**src/hdl/vtp_pkg.sv**
```systemverilog
// Shared types, codes and constants for the VGA test pattern pixel block.
package vtp_pkg;

   // Port widths.
   localparam int REQ_W  = 48;  // column 12 + line 10 + frame 16 + pixel 9, padded to bytes
   localparam int RSP_W  = 16;  // color 8 + visible 1, padded to bytes
   localparam int CSR_AW = 3;
   localparam int CSR_DW = 12;

   // Field widths.
   localparam int COL_W   = 12;
   localparam int LINE_W  = 10;
   localparam int FRAME_W = 16;
   localparam int PX_W    = 9;
   localparam int COLOR_W = 8;
   localparam int BIN_W   = 9;

   // Quotient bits resolved per stage of the pixel index divider.
   localparam int PX_STEPS = 3;

   // Pattern modes.
   typedef enum logic [2:0] {
      MODE_HSTRIPE  = 3'd0,
      MODE_VSTRIPE  = 3'd1,
      MODE_BINNED   = 3'd2,
      MODE_CHESS    = 3'd3,
      MODE_MUL_XOR  = 3'd4,
      MODE_MUL_PROD = 3'd5
   } vtp_mode_type;

   // Register indexes.
   localparam logic [CSR_AW-1:0] CSR_PATTERN_MODE  = 3'd0;
   localparam logic [CSR_AW-1:0] CSR_SHIFT_BASE    = 3'd1;
   localparam logic [CSR_AW-1:0] CSR_BIN_COUNT     = 3'd2;
   localparam logic [CSR_AW-1:0] CSR_FIRST_VISIBLE = 3'd3;
   localparam logic [CSR_AW-1:0] CSR_LAST_VISIBLE  = 3'd4;

   // Reset values.
   localparam logic [2:0]        RST_PATTERN_MODE  = 3'd0;
   localparam logic [4:0]        RST_SHIFT_BASE    = 5'd10;
   localparam logic [BIN_W-1:0]  RST_BIN_COUNT     = 9'd12;
   localparam logic [COL_W-1:0]  RST_FIRST_VISIBLE = 12'd600;
   localparam logic [COL_W-1:0]  RST_LAST_VISIBLE  = 12'd3900;

   // Reciprocals for line/40 and line/24, exact over a 10-bit line number.
   localparam logic [10:0] DIV40_MUL = 11'd1639;
   localparam logic [11:0] DIV24_MUL = 12'd2731;

   // Shift offsets for the multiply patterns; shift saturates at 31.
   localparam logic [5:0] SHIFT4_OFS = 6'd5;
   localparam logic [5:0] SHIFT5_OFS = 6'd14;
   localparam logic [4:0] SHIFT_SAT  = 5'd31;

   function automatic logic [COLOR_W-1:0] palette(input logic [2:0] idx);
      logic [COLOR_W-1:0] c;
      case (idx)
         3'd0:    c = 8'h00;
         3'd1:    c = 8'h07;
         3'd2:    c = 8'h3F;
         3'd3:    c = 8'h38;
         3'd4:    c = 8'hF8;
         3'd5:    c = 8'h0F;
         3'd6:    c = 8'hC0;
         3'd7:    c = 8'hFF;
         default: c = 8'h00;
      endcase
      return c;
   endfunction

endpackage

```
**src/hdl/vga_test_pattern_pixel.sv**
```systemverilog
// Top level of the VGA test pattern pixel generator: six-stage pixel pipeline.
//
// Usage notes:
//  - req_* carries one pixel word per handshake: column counter, line, frame and
//    pixel index. rsp_* returns one word per pixel: 8-bit color and visible flag.
//  - csr_* writes the five setup registers (mode, shift base, bin count, window
//    bounds); write them only while no pixel is in flight.
//  - A word taken on req passes through the six registered stages before it
//    leaves on rsp; throughput is one word per cycle while rsp is not stalled.
//    Stage 1 registers the input decode and small products, stage 2 the 16x32
//    frame multiply, stage 3 the arithmetic shift, stages 4-6 the
//    pixel-index / bin-size divide, 3 quotient bits per stage.
//  - Bin size (LINE_PIXELS / bin_count) comes from a free-running two-stage
//    divider on the bin_count register; after a write it settles ahead of any
//    pixel reaching stage 4.
//  - Each stage has its own valid bit and ready; a stalled rsp side fills the
//    empty stages first, then drops req_tready. Nothing is lost or repeated.
//  - Reset (synchronous, active high) empties the pipeline, loads register
//    defaults and holds req_tready low.
module vga_test_pattern_pixel #(
   parameter int LINE_PIXELS = 320
) (
   input  logic                         clock,
   input  logic                         reset,
   input  logic                         req_tvalid,
   output logic                         req_tready,
   // [11:0] column_count, [21:12] line_number, [37:22] frame_number,
   // [46:38] pixel_index, [47] zero pad
   input  logic [vtp_pkg::REQ_W-1:0]    req_tdata,
   output logic                         rsp_tvalid,
   input  logic                         rsp_tready,
   // [7:0] pixel_color, [8] pixel_visible, [15:9] zero
   output logic [vtp_pkg::RSP_W-1:0]    rsp_tdata,
   input  logic                         csr_we,
   input  logic [vtp_pkg::CSR_AW-1:0]   csr_addr,
   input  logic [vtp_pkg::CSR_DW-1:0]   csr_wdata
);

   localparam int NW = $clog2(LINE_PIXELS + 1);   // bin size width
   localparam int H1 = (NW + 1) / 2;              // bin divider, first half
   localparam int H2 = NW - H1;                   // bin divider, second half
   localparam logic [NW-1:0] LINE_NUM = NW'(LINE_PIXELS);

   localparam int CW = vtp_pkg::COLOR_W;
   localparam int PW = vtp_pkg::PX_W;
   localparam int PS = vtp_pkg::PX_STEPS;

   // ---------------- setup registers ----------------
   logic [2:0]                  mode_ff;
   logic [4:0]                  shift_base_ff;
   logic [vtp_pkg::BIN_W-1:0]   bin_count_ff;
   logic [vtp_pkg::COL_W-1:0]   first_vis_ff;
   logic [vtp_pkg::COL_W-1:0]   last_vis_ff;

   always_ff @(posedge clock) begin
      if (reset) begin
         mode_ff       <= vtp_pkg::RST_PATTERN_MODE;
         shift_base_ff <= vtp_pkg::RST_SHIFT_BASE;
         bin_count_ff  <= vtp_pkg::RST_BIN_COUNT;
         first_vis_ff  <= vtp_pkg::RST_FIRST_VISIBLE;
         last_vis_ff   <= vtp_pkg::RST_LAST_VISIBLE;
      end else if (csr_we) begin
         case (csr_addr)
            vtp_pkg::CSR_PATTERN_MODE:  mode_ff       <= csr_wdata[2:0];
            vtp_pkg::CSR_SHIFT_BASE:    shift_base_ff <= csr_wdata[4:0];
            vtp_pkg::CSR_BIN_COUNT:     bin_count_ff  <= csr_wdata[8:0];
            vtp_pkg::CSR_FIRST_VISIBLE: first_vis_ff  <= csr_wdata;
            vtp_pkg::CSR_LAST_VISIBLE:  last_vis_ff   <= csr_wdata;
            default: ;  // unknown index, ignored
         endcase
      end
   end

   // ---------------- bin size = LINE_PIXELS / bin_count ----------------
   // Free running; the user must change bin_count only while idle (not enforced here).
   logic [vtp_pkg::BIN_W-1:0] brem_in;
   logic [vtp_pkg::BIN_W-1:0] brem_ff;
   logic [H1-1:0]             bq_hi_in;
   logic [H1-1:0]             bq_hi_ff;
   logic [H2-1:0]             bq_lo_in;
   logic [NW-1:0]             bin_size_ff;

   vtp_div_stage #(.DW(vtp_pkg::BIN_W), .STEPS(H1)) u_bin_div_hi (
      .num_bits (LINE_NUM[NW-1 -: H1]),
      .rem_in   ('0),
      .divisor  (bin_count_ff),
      .rem_out  (brem_in),
      .quo      (bq_hi_in)
   );

   vtp_div_stage #(.DW(vtp_pkg::BIN_W), .STEPS(H2)) u_bin_div_lo (
      .num_bits (LINE_NUM[H2-1:0]),
      .rem_in   (brem_ff),
      .divisor  (bin_count_ff),
      .rem_out  (),
      .quo      (bq_lo_in)
   );

   always_ff @(posedge clock) begin
      brem_ff     <= brem_in;
      bq_hi_ff    <= bq_hi_in;
      bin_size_ff <= {bq_hi_ff, bq_lo_in};
   end

   // ---------------- pipeline control ----------------
   logic [6:1] stg_v_ff;
   logic [6:1] rdy;

   always_comb begin
      rdy[6] = !stg_v_ff[6] || rsp_tready;
      rdy[5] = !stg_v_ff[5] || rdy[6];
      rdy[4] = !stg_v_ff[4] || rdy[5];
      rdy[3] = !stg_v_ff[3] || rdy[4];
      rdy[2] = !stg_v_ff[2] || rdy[3];
      rdy[1] = !stg_v_ff[1] || rdy[2];
   end

   assign req_tready = rdy[1] && !reset;

   always_ff @(posedge clock) begin
      if (reset) begin
         stg_v_ff <= '0;
      end else begin
         if (rdy[1]) stg_v_ff[1] <= req_tvalid;
         if (rdy[2]) stg_v_ff[2] <= stg_v_ff[1];
         if (rdy[3]) stg_v_ff[3] <= stg_v_ff[2];
         if (rdy[4]) stg_v_ff[4] <= stg_v_ff[3];
         if (rdy[5]) stg_v_ff[5] <= stg_v_ff[4];
         if (rdy[6]) stg_v_ff[6] <= stg_v_ff[5];
      end
   end

   // ---------------- stage 1: decode, small products ----------------
   logic [vtp_pkg::COL_W-1:0]   col;
   logic [vtp_pkg::LINE_W-1:0]  line;
   logic [vtp_pkg::FRAME_W-1:0] frame;
   logic [PW-1:0]               px;

   assign col   = req_tdata[11:0];
   assign line  = req_tdata[21:12];
   assign frame = req_tdata[37:22];
   assign px    = req_tdata[46:38];

   logic [20:0]   m5a;      // (col/2) * line
   logic [20:0]   m40;      // line * 1639, line/40 in [20:16]
   logic [21:0]   m24;      // line * 2731, line/24 in [21:16]
   logic [31:0]   op_in;
   logic [CW-1:0] ecolor_in;
   logic          vis_in;

   assign m5a    = col[11:1] * line;
   assign m40    = line * vtp_pkg::DIV40_MUL;
   assign m24    = line * vtp_pkg::DIV24_MUL;
   assign vis_in = (col >= first_vis_ff) && (col < last_vis_ff);

   always_comb begin
      // mode 4 operand is (col/2) xor ~line over 32 bits
      if (mode_ff == vtp_pkg::MODE_MUL_XOR) begin
         op_in = {22'h3FFFFF, ~line} ^ {21'd0, col[11:1]};
      end else begin
         op_in = {11'd0, m5a};
      end
      case (mode_ff)
         vtp_pkg::MODE_HSTRIPE: ecolor_in = vtp_pkg::palette(line[8:6]);
         vtp_pkg::MODE_VSTRIPE: ecolor_in = vtp_pkg::palette(col[10:8]);
         vtp_pkg::MODE_CHESS:   ecolor_in = (m24[16] ^ col[2]) ? 8'hFF : 8'h00;
         default:               ecolor_in = 8'h00;
      endcase
   end

   logic [31:0]                 s1_op_ff;
   logic [vtp_pkg::FRAME_W-1:0] s1_frame_ff;
   logic [PW-1:0]               s1_px_ff;
   logic [1:0]                  s1_cline_ff;
   logic [CW-1:0]               s1_color_ff;
   logic                        s1_vis_ff;

   always_ff @(posedge clock) begin
      if (rdy[1]) begin
         s1_op_ff    <= op_in;
         s1_frame_ff <= frame;
         s1_px_ff    <= px;
         s1_cline_ff <= m40[17:16];
         s1_color_ff <= ecolor_in;
         s1_vis_ff   <= vis_in;
      end
   end

   // ---------------- stage 2: frame multiply ----------------
   logic [47:0] prod_w;
   assign prod_w = s1_frame_ff * s1_op_ff;

   logic [31:0]   s2_prod_ff;
   logic [PW-1:0] s2_px_ff;
   logic [1:0]    s2_cline_ff;
   logic [CW-1:0] s2_color_ff;
   logic          s2_vis_ff;

   always_ff @(posedge clock) begin
      if (rdy[2]) begin
         s2_prod_ff  <= prod_w[31:0];
         s2_px_ff    <= s1_px_ff;
         s2_cline_ff <= s1_cline_ff;
         s2_color_ff <= s1_color_ff;
         s2_vis_ff   <= s1_vis_ff;
      end
   end

   // ---------------- stage 3: arithmetic shift ----------------
   logic [5:0]         sh_sum;
   logic [4:0]         sh_amt;
   logic signed [31:0] prod_s;
   logic signed [31:0] shifted;
   logic [CW-1:0]      color3_in;

   assign sh_sum  = {1'b0, shift_base_ff} + ((mode_ff == vtp_pkg::MODE_MUL_XOR) ?
                    vtp_pkg::SHIFT4_OFS : vtp_pkg::SHIFT5_OFS);
   assign sh_amt  = sh_sum[5] ? vtp_pkg::SHIFT_SAT : sh_sum[4:0];
   assign prod_s  = s2_prod_ff;
   assign shifted = prod_s >>> sh_amt;

   always_comb begin
      case (mode_ff)
         vtp_pkg::MODE_MUL_XOR,
         vtp_pkg::MODE_MUL_PROD: color3_in = shifted[7:0];
         default:                color3_in = s2_color_ff;
      endcase
   end

   logic [PW-1:0] s3_px_ff;
   logic [1:0]    s3_cline_ff;
   logic [CW-1:0] s3_color_ff;
   logic          s3_vis_ff;

   always_ff @(posedge clock) begin
      if (rdy[3]) begin
         s3_px_ff    <= s2_px_ff;
         s3_cline_ff <= s2_cline_ff;
         s3_color_ff <= color3_in;
         s3_vis_ff   <= s2_vis_ff;
      end
   end

   // ---------------- stages 4-6: bin = pixel_index / bin size ----------------
   logic [NW-1:0] rem4_in;
   logic [PS-1:0] q4_in;

   vtp_div_stage #(.DW(NW), .STEPS(PS)) u_px_div_a (
      .num_bits (s3_px_ff[PW-1 -: PS]),
      .rem_in   ('0),
      .divisor  (bin_size_ff),
      .rem_out  (rem4_in),
      .quo      (q4_in)
   );

   logic [NW-1:0]    s4_rem_ff;
   logic [PS-1:0]    s4_k_ff;
   logic [PW-PS-1:0] s4_px_ff;
   logic [1:0]       s4_cline_ff;
   logic [CW-1:0]    s4_color_ff;
   logic             s4_vis_ff;

   always_ff @(posedge clock) begin
      if (rdy[4]) begin
         s4_rem_ff   <= rem4_in;
         s4_k_ff     <= q4_in;
         s4_px_ff    <= s3_px_ff[PW-PS-1:0];
         s4_cline_ff <= s3_cline_ff;
         s4_color_ff <= s3_color_ff;
         s4_vis_ff   <= s3_vis_ff;
      end
   end

   logic [NW-1:0] rem5_in;
   logic [PS-1:0] q5_in;

   vtp_div_stage #(.DW(NW), .STEPS(PS)) u_px_div_b (
      .num_bits (s4_px_ff[PW-PS-1 -: PS]),
      .rem_in   (s4_rem_ff),
      .divisor  (bin_size_ff),
      .rem_out  (rem5_in),
      .quo      (q5_in)
   );

   logic [NW-1:0]      s5_rem_ff;
   logic [2*PS-1:0]    s5_k_ff;
   logic [PW-2*PS-1:0] s5_px_ff;
   logic [1:0]         s5_cline_ff;
   logic [CW-1:0]      s5_color_ff;
   logic               s5_vis_ff;

   always_ff @(posedge clock) begin
      if (rdy[5]) begin
         s5_rem_ff   <= rem5_in;
         s5_k_ff     <= {s4_k_ff, q5_in};
         s5_px_ff    <= s4_px_ff[PW-2*PS-1:0];
         s5_cline_ff <= s4_cline_ff;
         s5_color_ff <= s4_color_ff;
         s5_vis_ff   <= s4_vis_ff;
      end
   end

   logic [PS-1:0] q6_in;

   vtp_div_stage #(.DW(NW), .STEPS(PS)) u_px_div_c (
      .num_bits (s5_px_ff),
      .rem_in   (s5_rem_ff),
      .divisor  (bin_size_ff),
      .rem_out  (),
      .quo      (q6_in)
   );

   // Mode 2: zero bin count, zero bin size, or a pixel past the last whole
   // bin all give black.
   logic [PW-1:0] bin_k;
   logic [2:0]    pal_idx;
   logic          bin_ok;
   logic [CW-1:0] color6_in;

   assign bin_k   = {s5_k_ff, q6_in};
   assign pal_idx = bin_k[2:0] + 3'd1 + {1'b0, s5_cline_ff};
   assign bin_ok  = (bin_count_ff != '0) && (bin_size_ff != '0) && (bin_k < bin_count_ff);

   always_comb begin
      if (!s5_vis_ff) begin
         color6_in = 8'h00;
      end else if (mode_ff == vtp_pkg::MODE_BINNED) begin
         color6_in = bin_ok ? vtp_pkg::palette(pal_idx) : 8'h00;
      end else begin
         color6_in = s5_color_ff;
      end
   end

   logic [CW-1:0] s6_color_ff;
   logic          s6_vis_ff;

   always_ff @(posedge clock) begin
      if (rdy[6]) begin
         s6_color_ff <= color6_in;
         s6_vis_ff   <= s5_vis_ff;
      end
   end

   assign rsp_tvalid = stg_v_ff[6];
   assign rsp_tdata  = {7'd0, s6_vis_ff, s6_color_ff};

   // ---------------- assertions ----------------
   // Input may only be taken while some stage has room or the output drains.
   a_ready_room: assert property (@(posedge clock) disable iff (reset)
      req_tready |-> (!(&stg_v_ff) || rsp_tready))
      else $error("req_tready with full pipeline and stalled output");

   // Pixels outside the window are always black.
   a_blank_outside: assert property (@(posedge clock) disable iff (reset)
      (rsp_tvalid && !rsp_tdata[8]) |-> (rsp_tdata[7:0] == 8'd0))
      else $error("nonzero color outside visible window");

   // An accepted word lands in stage 1.
   a_accept_lands: assert property (@(posedge clock) disable iff (reset)
      (req_tvalid && req_tready) |=> stg_v_ff[1])
      else $error("accepted word missing from stage 1");

endmodule

```
**src/hdl/vtp_div_stage.sv**
```systemverilog
// A few restoring division steps: shifts in numerator bits, yields quotient bits.
module vtp_div_stage #(
   parameter int DW    = 9,
   parameter int STEPS = 3
) (
   input  logic [STEPS-1:0] num_bits,   // next numerator bits, MSB first
   input  logic [DW-1:0]    rem_in,
   input  logic [DW-1:0]    divisor,
   output logic [DW-1:0]    rem_out,
   output logic [STEPS-1:0] quo
);

   always_comb begin
      logic [DW:0]   trial;
      logic [DW-1:0] r;
      r = rem_in;
      for (int i = STEPS - 1; i >= 0; i--) begin
         trial = {r, num_bits[i]};
         if (trial >= {1'b0, divisor}) begin
            quo[i] = 1'b1;
            trial  = trial - {1'b0, divisor};
         end else begin
            quo[i] = 1'b0;
         end
         r = trial[DW-1:0];
      end
      rem_out = r;
   end

endmodule

```
**config.mk**
```make
export PLATFORM = sky130hd
export DESIGN_NAME = vga_test_pattern_pixel
export DESIGN_NICKNAME = d
export VERILOG_FILES = /design/src/hdl/vtp_pkg.sv /design/src/hdl/vga_test_pattern_pixel.sv /design/src/hdl/vtp_div_stage.sv
export SDC_FILE = /design/constraint.sdc
export NUM_CORES = 2
export LEC_CHECK = 0
export BUFFER_PORTS_ARGS = -buffer_cell sky130_fd_sc_hd__clkbuf_2
export CORE_MARGIN = 2
export CORE_UTILIZATION = 53
export CTS_CLUSTER_SIZE = 12
export DETAILED_ROUTE_END_ITERATION = 10
export GPL_ROUTABILITY_DRIVEN = 0
export GPL_TIMING_DRIVEN = 1
export HOLD_SLACK_MARGIN = 0.03
export MAX_ROUTING_LAYER = met4
export PLACE_DENSITY = 0.69
export SLEW_MARGIN = 25
export SYNTH_ARGS = -nofsm -noshare
export SYNTH_HDL_FRONTEND = slang
export SYNTH_SLANG_ARGS = --single-unit
```
**constraint.sdc**
```tcl
create_clock -name clock -period 16.1 [get_ports clock]
set_input_delay 1.61 -clock clock [delete_from_list [all_inputs] [get_ports clock]]
set_output_delay 1.61 -clock clock [all_outputs]
set_load 0.01 [all_outputs]
```
==> results.md <==
- Die Ht: around 260 um
- FP Rows: just over 90
- Postcts setup bufs: 0
- Register-to-register setup slack: about 6.2 ns
- Final WS setup: approximately 6.2 ns
- Layout fillers: 5698
- Final antenna diode count: 0
- Seq/Total Area, Yosys: between 20% and 30%
- Antenna-violating nets left: 0
- Post-CTS sizing: 0
- Total gr overflow: 0
- Fmax: ~0.1 GHz
- First-pass GRT wire length: approximately 130000 um
- Critical Path Sink Type: flip-flop
- Area added between synthesis and finish: 6.464%
- Crit-path leading delay family: compound AO/OA/AOI/OAI gates
- Most common cell after layout, fill and taps aside: inv_1
- Post-DP HPWL: ~60000 um
- Number of DRC markers in iteration 0: between 1000 and 1500
- Final hold violations: 0
- CTS tree: built
- Share of cells above drive strength 1: under 10%
- Final Slew Violations: 0
- Worst skew pair latency: roughly 0.55 ns
- Met1 WL: between 30000 and 40000 um
- Total track usage: about a quarter
- Cells after Synth: ~3600
- Mapped Area: 0.03446 sq mm
- Min-Delay Path Class: flip-flop to flip-flop
- DR WL met3: around 4200 um
- Number of antenna violations at the first check in global routing: 0
- Initial Utilization: 53.55%
- Tmin final: ~9.9 ns
- Netlist cell types: just over 80
- Status: complete, no violations
- Io pins: between 80 and 90
- Most frequent cells in the layout: inv_1, nand2_1, fa_1, ha_1, edfxtp_1
- Ys async rst share: 0%
- Rel. slew slack: approximately 28%
- Final nets: 4518
- Fin Setup TNS: 0 ns
- Critical path arrival: about 10 ns
- Non-filler cells, final: roughly 4500
- TritonCTS buffer count: 34
- CTS clock-pin slew for the worst setup and hold paths: about 0.06 ns
- Post-place setup slack: 6.337 ns
- Core Box Area: about 0.064 sq mm
- WL met2: 38780 um
- Highest metal used: met4
- Ys flop type: edfxtp_1
- Initial DRT Pass Iterations: 6
- Final Skew: 0.02411 ns
- Final setup vio count: 0
- Multi-input logic area: 0.02466 sq mm
- Final hold slack: between 0.3 and 0.4 ns
- Yosys warns: 0
- Pin count of the biggest net entering global routing: 56
- Crit-path slowest cell: or3b_1
- Worst slew pin tran: between 1 and 1.5 ns
- Root cell of the clock tree: clkbuf_16
- Vias per cell: around 5.5
- Sequential Area: around 0.0071 sq mm
- WS Path Type: flip-flop to flip-flop
- # port buffers: 77
- Crit path launch type: flip-flop
- Maxcap violations: 0
- Slowest stage delay, CP: roughly 0.61 ns
- Routed wire length: between 70000 and 80000 um
- Average cell area after synthesis: between 9 and 10 sq um
- Die Width: 259.0 um
- DRC: 0
- Max H-tree Level: 2
- CP max FO: 15
- Vias in the first global route: 25872
- CP required: around 17 ns
- Final Cycle Share: about three fifths
- Die area: between 0.06 and 0.07 sq mm
- Wire per inst: 17.65 um
- Buf/Inv on CP: 4
- EDFF count, synth: 189
- Clock buffer depth: 3
- Yosys reg bits: about 260
- Most Frequent Cell on Critical Path: ha_1
- RSZ-0062 raised after global routing: no
- Hold_buf cts: 0
- Total vias in the final route: ~25000
- Num Clock Sinks: between 200 and 300
- # placed instances: approximately 4400
-- sequential cells by signal (all words and copies together), names as in the netlist, 4 cells and up --
register       count
s2_color_ff        4
s4_rem_ff          9
s6_color_ff        8
bin_size_ff        9
bin_count_ff       9
stg_v_ff           6
s3_color_ff        8
last_vis_ff       12
s1_color_ff        4
first_vis_ff      12
s4_px_ff           6
brem_ff            9
s5_rem_ff          9
s3_px_ff           9
s4_color_ff        8
bq_hi_ff           5
s5_color_ff        8
s1_op_ff          22
prod_s            32
s2_px_ff           9
s5_k_ff            6
s1_frame_ff       16
shift_base_ff      5
s1_px_ff           9
-- stage by stage --
stage	instance area, sq um	utilization, %
2_1_floorplan	34490	-
3_3_place_gp	35580	55.30
3_5_place_dp	35580	55.30
4_1_cts	36680	57.00
5_1_grt	36680	57.01
6_report	36680	57.01
-- logic make-up after synthesis --
kind of cell | Yosys count | synth area share (%)
flip-flops | 259 | 20.54
buffers and inverters | 725 | 8.094
adder cells (fa/ha/maj) | 828 | 39.41
AO/OA/AOI/OAI | 509 | 9.420
XOR/XNOR | 158 | 4.016
other | 1 | 0.01088
AND/OR/NAND/NOR | 996 | 13.90
multiplexers | 132 | 4.605
-- Yosys cell counts (4+ instances only) --
cell type,instances,area share [%]
o21a_1,16,0.35
nand2_1,442,4.8
mux4_2,13,0.85
buf_4,14,0.31
nand3_1,26,0.38
mux2i_1,64,1.9
xnor2_1,109,2.8
o221ai_1,6,0.15
or4_1,5,0.11
or2_2,8,0.15
dfxtp_1,70,4.1
a21oi_1,155,2.3
nor2b_1,38,0.69
or3_1,11,0.20
xor2_1,49,1.2
nor3_1,29,0.42
edfxtp_1,189,16
o21bai_1,24,0.52
a221o_1,5,0.15
mux2_2,51,1.7
o41ai_1,5,0.13
a21boi_0,8,0.17
a211o_1,10,0.25
clkbuf_1,107,1.2
and4_1,4,0.10
and2_1,183,3.3
a31oi_1,20,0.36
o211ai_1,10,0.22
o21ai_0,111,1.6
inv_1,594,6.5
fa_1,429,25
nor2_1,146,1.6
nor3b_1,5,0.11
nand3b_1,16,0.35
a21o_1,75,1.6
ha_1,399,14
nand2b_1,30,0.54
nand4_1,25,0.45
o31ai_1,5,0.11
and3_1,12,0.22
a211oi_1,17,0.37
o22ai_1,5,0.091
buf_2,4,0.058
-- final timing paths --
path	endpoint	depth (start not counted)	from
min reg2reg	bin_size_ff[4]	0	bq_hi_ff[0]
max reg2reg	brem_ff[8]	37	bin_count_ff[1]
min	bin_size_ff[4]	0	bq_hi_ff[0]
max	brem_ff[8]	37	bin_count_ff[1]
-- worst reg2reg max path: cells and delay by family (launching register included) --
kind	cells	cell delay [ns]
AO/OA/AOI/OAI	18	4.17
AND/OR/NAND/NOR	8	1.98
adder cells (fa/ha/maj)	5	1.65
multiplexers	2	0.70
buffers and inverters	4	0.68
flip-flops	1	0.56
-- layer usage --
metal / up-vias / global-route usage, %
met1: 12076 / 32.54
met5: - / -
met3: 143 / 3.046
met4: 0 / 7.129
met2: 581 / 43.14
li1: 11804 / -
-- layout make-up --
type	count	area share, %
Timing Repair Buffer	98	1.480
Inverter	596	6.105
Tap cell	855	2.916
Multi-Input combinational cell	2633	67.22
Sequential cell	259	19.29
Clock inverter	22	0.5423
Clock buffer	40	2.439
Power is left out: the tool's default activity adds up to more than one toggle a clock period on the data nets, which glitch-free logic cannot reach.
